[config.mk]
export PLATFORM = sky130hd
export DESIGN_NAME = ps2_mouse_packet_cursor_flat
export DESIGN_NICKNAME = d
export VERILOG_FILES = /design/src/rtl/pmc_pkg.sv /design/src/rtl/pmc_req_if.sv /design/src/rtl/pmc_rsp_if.sv /design/src/rtl/ps2_mouse_packet_cursor.sv /design/src/flat_wrapper.sv
export SDC_FILE = /design/constraint.sdc
export NUM_CORES = 1
export LEC_CHECK = 0
export BUFFER_PORTS_ARGS = -buffer_cell sky130_fd_sc_hd__buf_2
export CORE_MARGIN = 2
export CORE_UTILIZATION = 40
export DETAILED_ROUTE_END_ITERATION = 6
export PLACE_DENSITY = 0.71
export SYNTH_ARGS = -nofsm -noshare
export SYNTH_HDL_FRONTEND = slang
export SYNTH_SLANG_ARGS = --single-unit
[constraint.sdc]
create_clock -name clock -period 6.2 [get_ports clock]
set_input_delay 0.31 -clock clock [delete_from_list [all_inputs] [get_ports clock]]
set_output_delay 0.31 -clock clock [all_outputs]
set_load 0.01 [all_outputs]
[src/rtl/pmc_pkg.sv]
`default_nettype none

package pmc_pkg;

   localparam int unsigned COL_W      = 7;
   localparam int unsigned ROW_W      = 6;
   localparam int unsigned BTN_W      = 3;
   localparam int unsigned BYTE_W     = 8;
   localparam int unsigned CSR_IDX_W  = 1;
   localparam int unsigned CSR_DATA_W = 7;

   typedef enum logic [CSR_IDX_W-1:0] {
      CSR_MAX_COL = 1'b0,
      CSR_MAX_ROW = 1'b1
   } csr_index_type;

   typedef enum logic {
      FUNC_MOUSE_BYTE = 1'b0,
      FUNC_SET_POS    = 1'b1
   } func_type;

   typedef enum logic [1:0] {
      POS_HEADER = 2'd0,
      POS_X      = 2'd1,
      POS_Y      = 2'd2
   } byte_pos_type;

   localparam logic [BYTE_W-1:0] SYNC_MASK     = 8'h08;
   localparam logic [BYTE_W-1:0] OVERFLOW_MASK = 8'hC0;
   localparam logic [BYTE_W-1:0] BUTTON_MASK   = 8'h07;

   localparam logic [COL_W-1:0] MAX_COL_RESET = 7'd78;
   localparam logic [ROW_W-1:0] MAX_ROW_RESET = 6'd23;
   localparam logic [COL_W-1:0] COL_RESET     = 7'd39;
   localparam logic [ROW_W-1:0] ROW_RESET     = 6'd12;

   typedef struct packed {
      logic              func;
      logic [BYTE_W-1:0] data_byte;
      logic [BYTE_W-1:0] new_row;
      logic [BYTE_W-1:0] new_col;
   } req_payload_type;

   typedef struct packed {
      logic [ROW_W-1:0] cursor_row;
      logic [COL_W-1:0] cursor_col;
      logic [BTN_W-1:0] button_bits;
      logic             updated;
      logic             overflow_drop;
   } rsp_payload_type;

endpackage

`default_nettype wire

[src/rtl/pmc_req_if.sv]
`default_nettype none

interface pmc_req_if;
   logic                     valid;
   logic                     ready;
   pmc_pkg::req_payload_type payload;

   modport source (output valid, output payload, input ready);
   modport sink   (input valid, input payload, output ready);
endinterface

`default_nettype wire

[src/rtl/pmc_rsp_if.sv]
`default_nettype none

interface pmc_rsp_if;
   logic                     valid;
   logic                     ready;
   pmc_pkg::rsp_payload_type payload;

   modport source (output valid, output payload, input ready);
   modport sink   (input valid, input payload, output ready);
endinterface

`default_nettype wire

[src/rtl/ps2_mouse_packet_cursor.sv]
`default_nettype none

// PS/2 mouse packet decoder with a text-cell cursor. Each request carries
// either one raw mouse byte or a set-position command, and produces exactly
// one response with the cursor row, column and buttons after that request.
// The packet state and cursor update in the cycle of acceptance, and the
// response sits in a single output register, so a new request is taken
// every cycle as long as the response side drains (ready is held low only
// while an untaken response blocks that register). A good three-byte
// packet moves the cursor one cell per two mouse counts, positive y moving
// toward row 0; packets with an overflow bit are reported by overflow_drop
// and otherwise ignored. The user must write max_col and max_row through the
// csr port only while no request is in flight; the block does not enforce it.
module ps2_mouse_packet_cursor (
   input  wire logic                             clock,
   input  wire logic                             reset,
   pmc_req_if.sink                               req_chan,
   pmc_rsp_if.source                             rsp_chan,
   input  wire logic                             csr_we,
   input  wire logic [pmc_pkg::CSR_IDX_W-1:0]    csr_index,
   input  wire logic [pmc_pkg::CSR_DATA_W-1:0]   csr_wdata
);
   import pmc_pkg::*;

   logic [1:0]        byte_pos_ff, byte_pos_in;
   logic [BYTE_W-1:0] header_ff, header_in;
   logic [BYTE_W-1:0] x_byte_ff, x_byte_in;
   logic [1:0]        res_x_ff, res_x_in;
   logic [1:0]        res_y_ff, res_y_in;
   logic [ROW_W-1:0]  row_ff, row_in;
   logic [COL_W-1:0]  col_ff, col_in;
   logic [BTN_W-1:0]  buttons_ff, buttons_in;
   logic [COL_W-1:0]  max_col_ff;
   logic [ROW_W-1:0]  max_row_ff;
   logic              rsp_valid_ff, rsp_valid_in;
   rsp_payload_type   rsp_payload_ff, rsp_payload_in;

   logic              accept;
   req_payload_type   req;
   logic signed [8:0] sum_x, sum_y;
   logic signed [8:0] cnt_x, cnt_y;
   logic [6:0]        mag_x, mag_y;
   logic [6:0]        col_moved, row_moved;
   logic [1:0]        res_x_new, res_y_new;
   logic              updated, dropped;

   // Saturating one-axis step; "up" moves toward lim and never past it.
   function automatic logic [6:0] step_pos(input logic [6:0] pos,
                                           input logic [6:0] lim,
                                           input logic       up,
                                           input logic [6:0] mag);
      logic [7:0] sum;
      logic [6:0] result;
      sum = {1'b0, pos} + {1'b0, mag};
      if (up) begin
         if (pos >= lim)
            result = pos;
         else if (sum >= {1'b0, lim})
            result = lim;
         else
            result = sum[6:0];
      end else begin
         if (mag >= pos)
            result = '0;
         else
            result = pos - mag;
      end
      return result;
   endfunction

   // Residual plus signed delta, halved toward zero; remainder keeps the sign.
   function automatic logic signed [8:0] halve(input logic signed [8:0] s);
      logic signed [8:0] adj;
      adj = s + (s[8] ? 9'sd1 : 9'sd0);
      return adj >>> 1;
   endfunction

   function automatic logic [1:0] remainder(input logic signed [8:0] s);
      return s[0] ? (s[8] ? 2'b11 : 2'b01) : 2'b00;
   endfunction

   assign req      = req_chan.payload;
   assign req_chan.ready = !rsp_valid_ff || rsp_chan.ready;
   assign accept   = req_chan.valid && req_chan.ready;

   assign sum_x = $signed({{7{res_x_ff[1]}}, res_x_ff}) + $signed({x_byte_ff[7], x_byte_ff});
   assign sum_y = $signed({{7{res_y_ff[1]}}, res_y_ff})
                  + $signed({req.data_byte[7], req.data_byte});
   assign cnt_x = halve(sum_x);
   assign cnt_y = halve(sum_y);
   assign mag_x = cnt_x[8] ? 7'(-cnt_x) : cnt_x[6:0];
   assign mag_y = cnt_y[8] ? 7'(-cnt_y) : cnt_y[6:0];
   assign res_x_new = remainder(sum_x);
   assign res_y_new = remainder(sum_y);

   assign col_moved = step_pos(col_ff, max_col_ff, !cnt_x[8], mag_x);
   // positive y moves toward row 0
   assign row_moved = step_pos({1'b0, row_ff}, {1'b0, max_row_ff}, cnt_y[8], mag_y);

   always_comb begin
      byte_pos_in = byte_pos_ff;
      header_in   = header_ff;
      x_byte_in   = x_byte_ff;
      res_x_in    = res_x_ff;
      res_y_in    = res_y_ff;
      row_in      = row_ff;
      col_in      = col_ff;
      buttons_in  = buttons_ff;
      updated     = 1'b0;
      dropped     = 1'b0;
      if (accept) begin
         if (req.func == FUNC_SET_POS) begin
            row_in  = (req.new_row > {2'b00, max_row_ff}) ? max_row_ff : req.new_row[ROW_W-1:0];
            col_in  = (req.new_col > {1'b0, max_col_ff}) ? max_col_ff : req.new_col[COL_W-1:0];
            updated = 1'b1;
         end else begin
            case (byte_pos_ff)
               POS_HEADER: begin
                  // drop a header without the sync bit
                  if ((req.data_byte & SYNC_MASK) != '0) begin
                     header_in   = req.data_byte;
                     byte_pos_in = POS_X;
                  end
               end
               POS_X: begin
                  x_byte_in   = req.data_byte;
                  byte_pos_in = POS_Y;
               end
               default: begin
                  byte_pos_in = POS_HEADER;
                  if ((header_ff & SYNC_MASK) != '0) begin
                     if ((header_ff & OVERFLOW_MASK) != '0) begin
                        dropped = 1'b1;
                     end else begin
                        res_x_in   = res_x_new;
                        res_y_in   = res_y_new;
                        buttons_in = header_ff[BTN_W-1:0] & BUTTON_MASK[BTN_W-1:0];
                        col_in     = col_moved;
                        row_in     = row_moved[ROW_W-1:0];
                        updated    = 1'b1;
                     end
                  end
               end
            endcase
         end
      end
   end

   always_comb begin
      rsp_valid_in   = rsp_valid_ff && !rsp_chan.ready;
      rsp_payload_in = rsp_payload_ff;
      if (accept) begin
         rsp_valid_in                 = 1'b1;
         rsp_payload_in.cursor_row    = row_in;
         rsp_payload_in.cursor_col    = col_in;
         rsp_payload_in.button_bits   = buttons_in;
         rsp_payload_in.updated       = updated;
         rsp_payload_in.overflow_drop = dropped;
      end
   end

   always_ff @(posedge clock) begin
      if (reset) begin
         byte_pos_ff  <= POS_HEADER;
         header_ff    <= '0;
         x_byte_ff    <= '0;
         res_x_ff     <= '0;
         res_y_ff     <= '0;
         row_ff       <= ROW_RESET;
         col_ff       <= COL_RESET;
         buttons_ff   <= '0;
         max_col_ff   <= MAX_COL_RESET;
         max_row_ff   <= MAX_ROW_RESET;
         rsp_valid_ff <= 1'b0;
      end else begin
         byte_pos_ff  <= byte_pos_in;
         header_ff    <= header_in;
         x_byte_ff    <= x_byte_in;
         res_x_ff     <= res_x_in;
         res_y_ff     <= res_y_in;
         row_ff       <= row_in;
         col_ff       <= col_in;
         buttons_ff   <= buttons_in;
         rsp_valid_ff <= rsp_valid_in;
         if (csr_we) begin
            case (csr_index)
               CSR_MAX_COL: max_col_ff <= csr_wdata[COL_W-1:0];
               CSR_MAX_ROW: max_row_ff <= csr_wdata[ROW_W-1:0];
               default: ;
            endcase
         end
      end
   end

   always_ff @(posedge clock) begin
      rsp_payload_ff <= rsp_payload_in;
   end

   assign rsp_chan.valid   = rsp_valid_ff;
   assign rsp_chan.payload = rsp_payload_ff;

endmodule

`default_nettype wire

[src/flat_wrapper.sv]
// flat-port wrapper written by rule: the top's interface ports become plain ports
module ps2_mouse_packet_cursor_flat import pmc_pkg::*;
  (clock, reset, csr_we, csr_index, csr_wdata, req_chan_valid, req_chan_payload, req_chan_ready, rsp_chan_valid, rsp_chan_payload, rsp_chan_ready);
  pmc_req_if req_chan_i ();
  pmc_rsp_if rsp_chan_i ();
  input  wire logic clock;
  input  wire logic reset;
  input  wire logic csr_we;
  input  wire logic [pmc_pkg::CSR_IDX_W-1:0] csr_index;
  input  wire logic [pmc_pkg::CSR_DATA_W-1:0] csr_wdata;
  input wire logic [$bits(req_chan_i.valid)-1:0] req_chan_valid;
  input wire logic [$bits(req_chan_i.payload)-1:0] req_chan_payload;
  output wire logic [$bits(req_chan_i.ready)-1:0] req_chan_ready;
  output wire logic [$bits(rsp_chan_i.valid)-1:0] rsp_chan_valid;
  output wire logic [$bits(rsp_chan_i.payload)-1:0] rsp_chan_payload;
  input wire logic [$bits(rsp_chan_i.ready)-1:0] rsp_chan_ready;
  assign req_chan_i.valid = req_chan_valid;
  assign req_chan_i.payload = req_chan_payload;
  assign req_chan_ready = req_chan_i.ready;
  assign rsp_chan_valid = rsp_chan_i.valid;
  assign rsp_chan_payload = rsp_chan_i.payload;
  assign rsp_chan_i.ready = rsp_chan_ready;
  ps2_mouse_packet_cursor u_core (.clock(clock), .reset(reset), .req_chan(req_chan_i), .rsp_chan(rsp_chan_i), .csr_we(csr_we), .csr_index(csr_index), .csr_wdata(csr_wdata));
endmodule
Yosys cells after proc, flatten, opt, wreduce, memory -nomap -nowiden --
Index checks and enable logic that the tools add are counted.
Operators by class: add/sub/neg operators 10, multiply operators 0, divide/modulo/power cells 0, order comparisons 8, eq/ne operators 2, shifts and indexed selects 0, muxes and demuxes 40, bitwise logic cells 5, reductions and logical operators 15
Operator list (number):
- $mux W7 | 12
- $mux W6 | 10
- $add A2 B8 Y9 | 2
- $add A9 B2 Y9 | 2
- $mux W3 | 5
- $ge A7 B7 Y1 | 2
- $neg A7 Y7 | 2
- $mux W2 | 5
- $add A6 B7 Y8 | 1
- $add A7 B7 Y8 | 1
- $ge A8 B6 Y1 | 1
- $ge A8 B7 Y1 | 1
- $gt A8 B6 Y1 | 1
- $gt A8 B7 Y1 | 1
- $reduce_bool A8 Y1 | 1
- $ge A7 B6 Y1 | 1
- $mux W1 | 7
- $sub A7 B7 Y7 | 1
- $ge A6 B6 Y1 | 1
- $reduce_and A3 Y1 | 2
- $sub A6 B6 Y6 | 1
- $not A1 Y1 | 5
- $reduce_and A5 Y1 | 1
- $pmux W2 S2 | 1
- 10 further kinds | 13
Word-level totals: bits in registers 70, bits in latches 0, memory bits (writable) 0, bits in read-only memories 0, memories 0

Logic depth before layout (Yosys ltp) --
Gate-level depths: netlist (run 1).
word-level depth 15, gate-level depth with buffers 30

Worst setup path after synthesis (run 1) --
Ideal clock, no wire load.
path type input-to-reg, start input req_chan_payload[16], end register u_core.rsp_payload_ff, in the netlist u_core.rsp_chan.payload[12] (data pin), library setup time 0.257 ns, data arrival time 6.224 ns, data required time 5.943 ns, path slack -0.281 ns, stages 26, cells stage by stage ha_1 fa_1 a211oi_2 nor4b_1 nor2_1 and2_1 ha_1 nand3_1 nor4_4 xnor2_1 clkbuf_1 nor2_1 a21oi_1 xnor2_1 inv_1 fa_1 inv_1 ha_1 a21o_1 a21o_1 a211oi_1 o221ai_1 and3_1 o41ai_1 nand2_1 o21a_1
Between the ends: word-level cells in the longest chain between the ends 15, elaborated cells on any way between the ends 18
Ends and longest elaborated chain:
- start: declaration | line flat_wrapper.sv:12 | input wire logic [$bits(req_chan_i.payload)-1:0] req_chan_payload;
- $add A2 B8 Y9 (*) | line ps2_mouse_packet_cursor.sv:88 | + $signed({req.data_byte[7], req.data_byte});
- $mux W1 | line ps2_mouse_packet_cursor.sv:74 | adj = s + (s[8] ? 9'sd1 : 9'sd0);
- $add A9 B2 Y9 (*) | line ps2_mouse_packet_cursor.sv:74
- $neg A7 Y7 | line ps2_mouse_packet_cursor.sv:92 | assign mag_y = cnt_y[8] ? 7'(-cnt_y) : cnt_y[6:0];
- $mux W7 | line ps2_mouse_packet_cursor.sv:92
- $add A6 B7 Y8 | line ps2_mouse_packet_cursor.sv:54 | sum = {1'b0, pos} + {1'b0, mag};
- $ge A8 B6 Y1 | line ps2_mouse_packet_cursor.sv:58 | else if (sum >= {1'b0, lim})
- $mux W6 | line ps2_mouse_packet_cursor.sv:58
- $mux W6 | line ps2_mouse_packet_cursor.sv:56 | if (pos >= lim)
- $mux W6 (*) | line ps2_mouse_packet_cursor.sv:55 | if (up) begin
- $mux W6 (*) | line ps2_mouse_packet_cursor.sv:132 | if ((header_ff & OVERFLOW_MASK) != '0) begin
- $mux W6 (*) | line ps2_mouse_packet_cursor.sv:131 | if ((header_ff & SYNC_MASK) != '0) begin
- $mux W6 (*) | line ps2_mouse_packet_cursor.sv:117 | case (byte_pos_ff)
- $mux W6 (*) | line ps2_mouse_packet_cursor.sv:112 | if (req.func == FUNC_SET_POS) begin
- $mux W6 (*) | line ps2_mouse_packet_cursor.sv:111 | if (accept) begin
- via u_core.row_in[0] | line ps2_mouse_packet_cursor.sv:30 | logic [ROW_W-1:0] row_ff, row_in;
- end signal: assignment | line ps2_mouse_packet_cursor.sv:196 | rsp_payload_ff <= rsp_payload_in;
- end: declaration | line ps2_mouse_packet_cursor.sv:36 | rsp_payload_type rsp_payload_ff, rsp_payload_in;
Mark *: on every way through the listed nets, which the timed path passes. The rest lies on a longest branch. A chain may end at the register's enable or synchronous reset.

Final worst setup path (run 1) --
start register u_core.x_byte_ff[0], end register u_core.rsp_payload_ff, in the netlist u_core.rsp_chan.payload[6] (data pin)
Between the ends: word-level cells in the longest chain between the ends 15, elaborated cells on any way between the ends 18
Ends and longest elaborated chain:
- start: declaration | line ps2_mouse_packet_cursor.sv:27 | logic [BYTE_W-1:0] x_byte_ff, x_byte_in;
- start signal: assignment | line ps2_mouse_packet_cursor.sv:178 | x_byte_ff <= x_byte_in;
- $add A2 B8 Y9 (*) | line ps2_mouse_packet_cursor.sv:86 | assign sum_x = $signed({{7{res_x_ff[1]}}, res_x_ff}) + $signed({x_byte_ff[7], x_byte_ff});
- $mux W1 | line ps2_mouse_packet_cursor.sv:74
- $add A9 B2 Y9 (*) | line ps2_mouse_packet_cursor.sv:74
- $neg A7 Y7 | line ps2_mouse_packet_cursor.sv:91 | assign mag_x = cnt_x[8] ? 7'(-cnt_x) : cnt_x[6:0];
- $mux W7 | line ps2_mouse_packet_cursor.sv:91
- $add A7 B7 Y8 | line ps2_mouse_packet_cursor.sv:54
- $ge A8 B7 Y1 | line ps2_mouse_packet_cursor.sv:58
- $mux W7 | line ps2_mouse_packet_cursor.sv:58
- $mux W7 | line ps2_mouse_packet_cursor.sv:56
- $mux W7 (*) | line ps2_mouse_packet_cursor.sv:55
- $mux W7 (*) | line ps2_mouse_packet_cursor.sv:132
- $mux W7 (*) | line ps2_mouse_packet_cursor.sv:131
- $mux W7 (*) | line ps2_mouse_packet_cursor.sv:117
- $mux W7 (*) | line ps2_mouse_packet_cursor.sv:112
- $mux W7 (*) | line ps2_mouse_packet_cursor.sv:111
- via u_core.col_in[1] | line ps2_mouse_packet_cursor.sv:31 | logic [COL_W-1:0] col_ff, col_in;
Marks and branches as above.

==> results.py, run 1 <==
metrics = {
    "outcome": {
        "status": "completed",
    },
    "global_routing": {
        "first_pass_grt_wire_length_um": 29000,
        "globalRouteTotalUtil_pct": 20.1,
        "grt_max_degree": 40,
        "antenna_found_initial": 0,
        "grt_pass1_vias": 5751,
        "globalRoute.totalOverflow": 0,
    },
    "worst_setup_path": {
        "max_stage_delay_ps": 380,
        "worst_ep_required_time_ps": 6390,
        "critical-path-slowest-cell": "ha_1",
        "crit_path_end_kind": "flip-flop",
        "critical_path.startpoint_type": "flip-flop",
        "cp_max_fo": 7,
        "setup.worst_path.class": "flip-flop to flip-flop",
        "timing.critical_path.arrival_ps": 6080,
        "timing.critical_path.mode_cell": "a21oi_2",
    },
    "finish": {
        "layout.cells.most_common_list": "86 x ha_1, 82 x a21oi_1, 82 x nand2_1",
        "nNetsFinal": 1033,
        "insertedDiodeCount": 0,
        "drive_above_1_share_pct": 19.0,
        "final_common_cell": "ha_1",
        "finalInstanceArea_um2": 7950,
        "flow.area_growth_from_synthesis_pct": 18.6,
    },
    "sta": {
        "timing_max_transition_violations_final": 0,
        "setup_tns_ps": 0,
        "slew-limit-headroom_pct": 31.7,
        "hold_slack_final_ps": 213,
        "hold_viol_final": 0,
        "achievable_frequency_ghz": 0.170,
        "worst_skew_ps": 7.66,
        "min_period_over_period_pct": 95.0,
        "setup_viol": 0,
        "finalWorstPathRequiredPeriod_ps": 5890,
        "worst_margin_slew_ps": 1020,
        "setup_ws_ps": 308,
    },
    "logic_synthesis": {
        "synth_seq_cells": 68,
        "synth_area_leader_cell": "ha_1",
        "ys.flop_type": "dfxtp_1",
        "synth_cell_type_count": 68,
        "synth-async-reset-ratio_pct": 0,
        "synth_warn": 0,
        "ys_top_cells_by_area": "ha_1 17%, dfxtp_1 15%, edfxtp_1 8.1%",
        "synth-seq-area-share_pct": 23.0,
        "mapped_cell_area_um2": 6700,
        "synth_top_cell_area_share_pct": 17.0,
        "synthCells": 818,
        "syn_avg_cell_area_um2": 8.19,
        "synth-edff-count": 18,
        "mappedNetlistNets": 953,
    },
    "placed_design": {
        "place_worst_setup_slack_ps": -104,
        "hpwl_after_dpl_um": 14000,
        "place_congestion": 0.884,
        "number_of_i_o_port_buffers": 57,
        "placed_cell_area_um2": 7370,
    },
    "cts": {
        "cts_stage_hold_buffer_count": 0,
        "cts_tree": "yes",
        "clk_path_buf_depth": 2,
        "clk_root_buffer_cell": "clkbuf_16",
        "clock_sink_count": 68,
        "clkLatencyLatePin_ps": 340,
        "cts_inserted_buffers": 9,
        "clkSlewWorstSetupHoldPaths_ps": 60,
        "cts_htree_levels": 3,
    },
    "die": {
        "die_h_um": 133,
        "die_area_um2": 17800,
        "effective_utilization_at_floorplan_pct": 40.7,
        "io_pins": 58,
        "coreArea_um2": 16500,
        "die_w_um": 133,
        "num_rows": 47,
    },
    "power_and_ir_drop": {
        "total_power_mw": 1.54,
        "ir_worst_vdd_mv": 0.167,
        "power_leakage_nw": 3.49,
        "power_per_cell_area_nw_per_um2": 193,
    },
    "drt": {
        "wirelength_um": 18200,
        "antenna_left": 0,
        "detailed_route_iter0_violations": 423,
        "drtPass1Iterations": 5,
        "detail_route.drc_violations": 0,
        "viasPerCell": 5.57,
        "detail_route.wl_per_cell_um": 16.2,
        "vias": 6245,
    },
    "run": {
        "cap_violations": 0,
    },
    "hold_path": {
        "min-delay-path-class": "input pin to flip-flop",
    },
}
## stage by stage
step / utilization (%) / cells
after floorplan: - / 818
after global placement: 44.7 / 1095
after detailed placement: 44.7 / 1095
after CTS: 46.5 / 1110
after global routing: 48.3 / 1122
final: 48.3 / 1122
## cell usage after synthesis, types with 7 or more instances
cell and instances:
a211oi_1 8, nand2_1 83, xor2_1 18, o21bai_1 12, clkbuf_1 17, a21oi_1 89, ha_1 91, edfxtp_1 18
o21ai_0 24, nor2_1 64, nand3_1 30, o211ai_1 15, a21o_1 15, o21a_1 7, xnor2_1 42, mux2i_1 21
nor3_1 13, inv_1 57, nand2b_1 13, dfxtp_1 50
## kinds of logic (layout without fill, tap and decap cells)
| logic type | count (synthesis) | count (layout) | synth area share, % |
|---|---|---|---|
| buf+inv | 78 | 162 | 4.41 |
| xor+xnor | 61 | 61 | 8.09 |
| simple gates | 253 | 253 | 18.4 |
| fa+ha+maj | 97 | 97 | 18.8 |
| compound gates | 238 | 238 | 23.7 |
| flops | 68 | 68 | 23.0 |
| mux | 23 | 23 | 3.59 |
## cell type report
type / count / area, µm²
fillers: 1589 / 8520
repair buffers: 89 / 529
clock inverters: 5 / 28.8
inverters: 58 / 218
well taps: 220 / 275
multi-input cells: 672 / 5110
flip-flops and latches: 68 / 1550
clock buffers: 10 / 239
## per-layer routing
layer / share of wire, % / track usage, %
met1: 48 / 28.6
met4: 1.1 / 3.66
met3: 6.1 / 3.77
met5: 0 / 0
met2: 45 / 32.2
## worst max-delay path: cells and delay by family (launching register included)
kind	cells	cell delay (ps)
compound gates	13	1930
xor+xnor	2	210
fa+ha+maj	5	1370
buf+inv	4	570
flops	1	330
mux	1	160
simple gates	6	1150
## power by group
group | internal (mW) | switching (mW) | total [mW] | leakage (nW)
sequential | 0.480 | 0.0216 | 0.502 | 0.582
clock | 0.276 | 0.202 | 0.479 | 0.128
combinational | 0.233 | 0.323 | 0.556 | 2.78
## flip-flops by register name (all words and copies together), names as in the netlist
name and count:
u_core.byte_pos_ff 2, u_core.rsp_chan.payload 18, u_core.header_ff 6, u_core.res_y_ff 2, u_core.col_ff 7, u_core.buttons_ff 3, u_core.rsp_chan.valid 1, u_core.max_row_ff 6
u_core.res_x_ff 2, u_core.max_col_ff 7, u_core.x_byte_ff 8, u_core.row_ff 6
## path summary, 6_finish.rpt
check	startpoint	to	slack [ps]	depth (start not counted)
worst max-delay path	u_core.x_byte_ff[0]	u_core.rsp_chan.payload[6]	310	31
worst min-delay path	req_chan_valid	u_core.rsp_chan.valid	210	3
worst max register to register	u_core.x_byte_ff[0]	u_core.rsp_chan.payload[6]	310	31
worst min register to register	u_core.x_byte_ff[2]	u_core.x_byte_ff[2]	460	2
## repair_timing
action                                  4_1_cts  5_1_grt
endpoints found under the setup margin        7       26
cloned                                        0        0
pin swaps                                     0       44
setup buffers                                 0       12
gates resized for setup                       3       50
No activity file was read; power rests on OpenSTA's default activity.
==> inputs of run 2 (changes only) <==
Settings changed: CTS_CLUSTER_DIAMETER set to 80, REMOVE_ABC_BUFFERS set to 1, SLEW_MARGIN set to 20.
==> results.py, run 2 (synthesis results as in run 1) <==
metrics = {
    "sta": {
        "worst_margin_slew_ps": 1070,
        "hold_viol_final": 0,
        "setup_tns_ps": 0,
        "timing_max_transition_violations_final": 0,
        "slew-limit-headroom_pct": 28.6,
        "finalWorstPathRequiredPeriod_ps": 5910,
        "hold_slack_final_ps": 201,
        "min_period_over_period_pct": 95.3,
        "setup_ws_ps": 294,
        "setup_viol": 0,
        "achievable_frequency_ghz": 0.169,
        "worst_skew_ps": 10.3,
    },
    "cts": {
        "cts_htree_levels": 3,
        "clkLatencyLatePin_ps": 350,
        "cts_tree": "yes",
        "clock_sink_count": 68,
        "clkSlewWorstSetupHoldPaths_ps": 60,
        "cts_inserted_buffers": 9,
        "cts_stage_hold_buffer_count": 0,
        "clk_root_buffer_cell": "clkbuf_16",
        "clk_path_buf_depth": 2,
    },
    "drt": {
        "drtPass1Iterations": 5,
        "detail_route.wl_per_cell_um": 15.9,
        "detail_route.drc_violations": 0,
        "vias": 6223,
        "wirelength_um": 18100,
        "antenna_left": 0,
        "detailed_route_iter0_violations": 412,
        "viasPerCell": 5.48,
    },
    "finish": {
        "nNetsFinal": 1046,
        "postLayoutCoreUtil_pct": 49.5,
        "finalInstanceArea_um2": 8150,
        "insertedDiodeCount": 0,
        "drive_above_1_share_pct": 21.3,
        "fin_cells": 1136,
        "final_common_cell": "ha_1",
        "number_of_flip_flops_under_the_largest_register_name": 18,
        "layout.cells.most_common_list": "88 x ha_1, 81 x nand2_1, 79 x a21oi_1",
        "flow.area_growth_from_synthesis_pct": 21.7,
    },
    "die": {
        "io_pins": 58,
        "coreArea_um2": 16500,
        "num_rows": 47,
        "die_w_um": 133,
        "effective_utilization_at_floorplan_pct": 40.7,
        "die_area_um2": 17800,
        "die_h_um": 133,
    },
    "global_routing": {
        "grt_max_degree": 40,
        "globalRouteTotalUtil_pct": 20.1,
        "antenna_found_initial": 0,
        "grt_pass1_vias": 5744,
        "first_pass_grt_wire_length_um": 28800,
        "globalRoute.totalOverflow": 0,
    },
    "outcome": {
        "status": "completed",
    },
    "hold_path": {
        "whs_path_depth": 3,
        "timing.hold.worst_endpoint": "u_core.max_col_ff[6]",
        "min-delay-path-class": "input pin to flip-flop",
        "holdCritStartpoint": "csr_wdata[6]",
    },
    "placed_design": {
        "place_congestion": 0.952,
        "placed_cells": 1104,
        "number_of_i_o_port_buffers": 57,
        "hpwl_after_dpl_um": 13900,
        "place_worst_setup_slack_ps": -218,
        "placed_cell_area_um2": 7410,
    },
    "worst_setup_path": {
        "timing.critical_path.mode_cell": "a21oi_2",
        "worst_ep_required_time_ps": 6270,
        "r2r_slack_ps": 290,
        "timing.critical_path.arrival_ps": 5970,
        "setup.worst_path.class": "flip-flop to flip-flop",
        "r2r_end": "u_core.rsp_chan.payload[11]",
        "rr_startpoint": "u_core.x_byte_ff[0]",
        "worst-r2r-cell-count": 28,
        "critical_path.startpoint_type": "flip-flop",
        "max_stage_delay_ps": 380,
        "critical-path-slowest-cell": "fa_2",
        "cp_max_fo": 6,
        "crit_path_end_kind": "flip-flop",
    },
    "power_and_ir_drop": {
        "power_per_cell_area_nw_per_um2": 190,
        "total_power_mw": 1.55,
        "power_leakage_nw": 3.60,
        "ir_worst_vdd_mv": 0.183,
    },
    "run": {
        "cap_violations": 0,
    },
}
-- run 2: changes by cell type in the layout (fill, tap and decap cells not counted), sizes merged --
cell	change
clkinv	+1
inv	+2
clkinvlp	-2
buf	+13
-- run 2: worst max-delay path: cells and delay by family, from the launching register on --
kind | cells | cell delay (ps)
buffers and inverters | 5 | 670
and+or+nand+nor | 4 | 900
AOI/OAI and AO/OA | 11 | 1640
adders and majority gates | 4 | 1200
DFF | 1 | 360
xor gates and xnor gates | 3 | 620
muxes | 1 | 220
-- run 2: per-layer routing --
layer  GRT usage (%)  up-vias  part of all wire, %
met4            4.49        0                  1.0
met5               0        -                    0
met2            31.9      165                   45
met3            4.00       21                  5.8
li1                -     3153                    -
met1            28.3     2884                   48
-- run 2: worst max path at each step --
stage | cells past startpoint | end | startpoint | slack, ps
floorplan | 24 | u_core.rsp_chan.payload[12] | req_chan_payload[16] | -220
global placement | 26 | u_core.rsp_chan.payload[13] | req_chan_payload[16] | -30
detailed placement | 26 | u_core.row_ff[0] | req_chan_payload[16] | -220
CTS | 30 | u_core.rsp_chan.payload[10] | u_core.res_x_ff[1] | 10
global route | 30 | u_core.rsp_chan.payload[11] | u_core.x_byte_ff[0] | -70
finish | 28 | u_core.rsp_chan.payload[11] | u_core.x_byte_ff[0] | 290
-- run 2: what timing repair did --
action,CTS,global route
pin swaps,0,43
setup endpoints to repair,11,26
buffers inserted,0,16
resized for setup,6,68
-- run 2: cell type report --
| class | count | area, µm² |
|---|---|---|
| clock buffer | 10 | 229 |
| clock inverter | 6 | 40.0 |
| fill | 1603 | 8310 |
| inverter | 58 | 218 |
| multi-input combinational | 672 | 5200 |
| sequential | 68 | 1550 |
| tap | 220 | 275 |
| timing repair buffer | 102 | 643 |
-- run 2: where the power goes --
group | leakage (nW) | switching (mW) | total (mW) | internal (mW)
clock | 0.137 | 0.206 | 0.477 | 0.271
combinational | 2.88 | 0.327 | 0.569 | 0.242
sequential | 0.582 | 0.0228 | 0.503 | 0.481
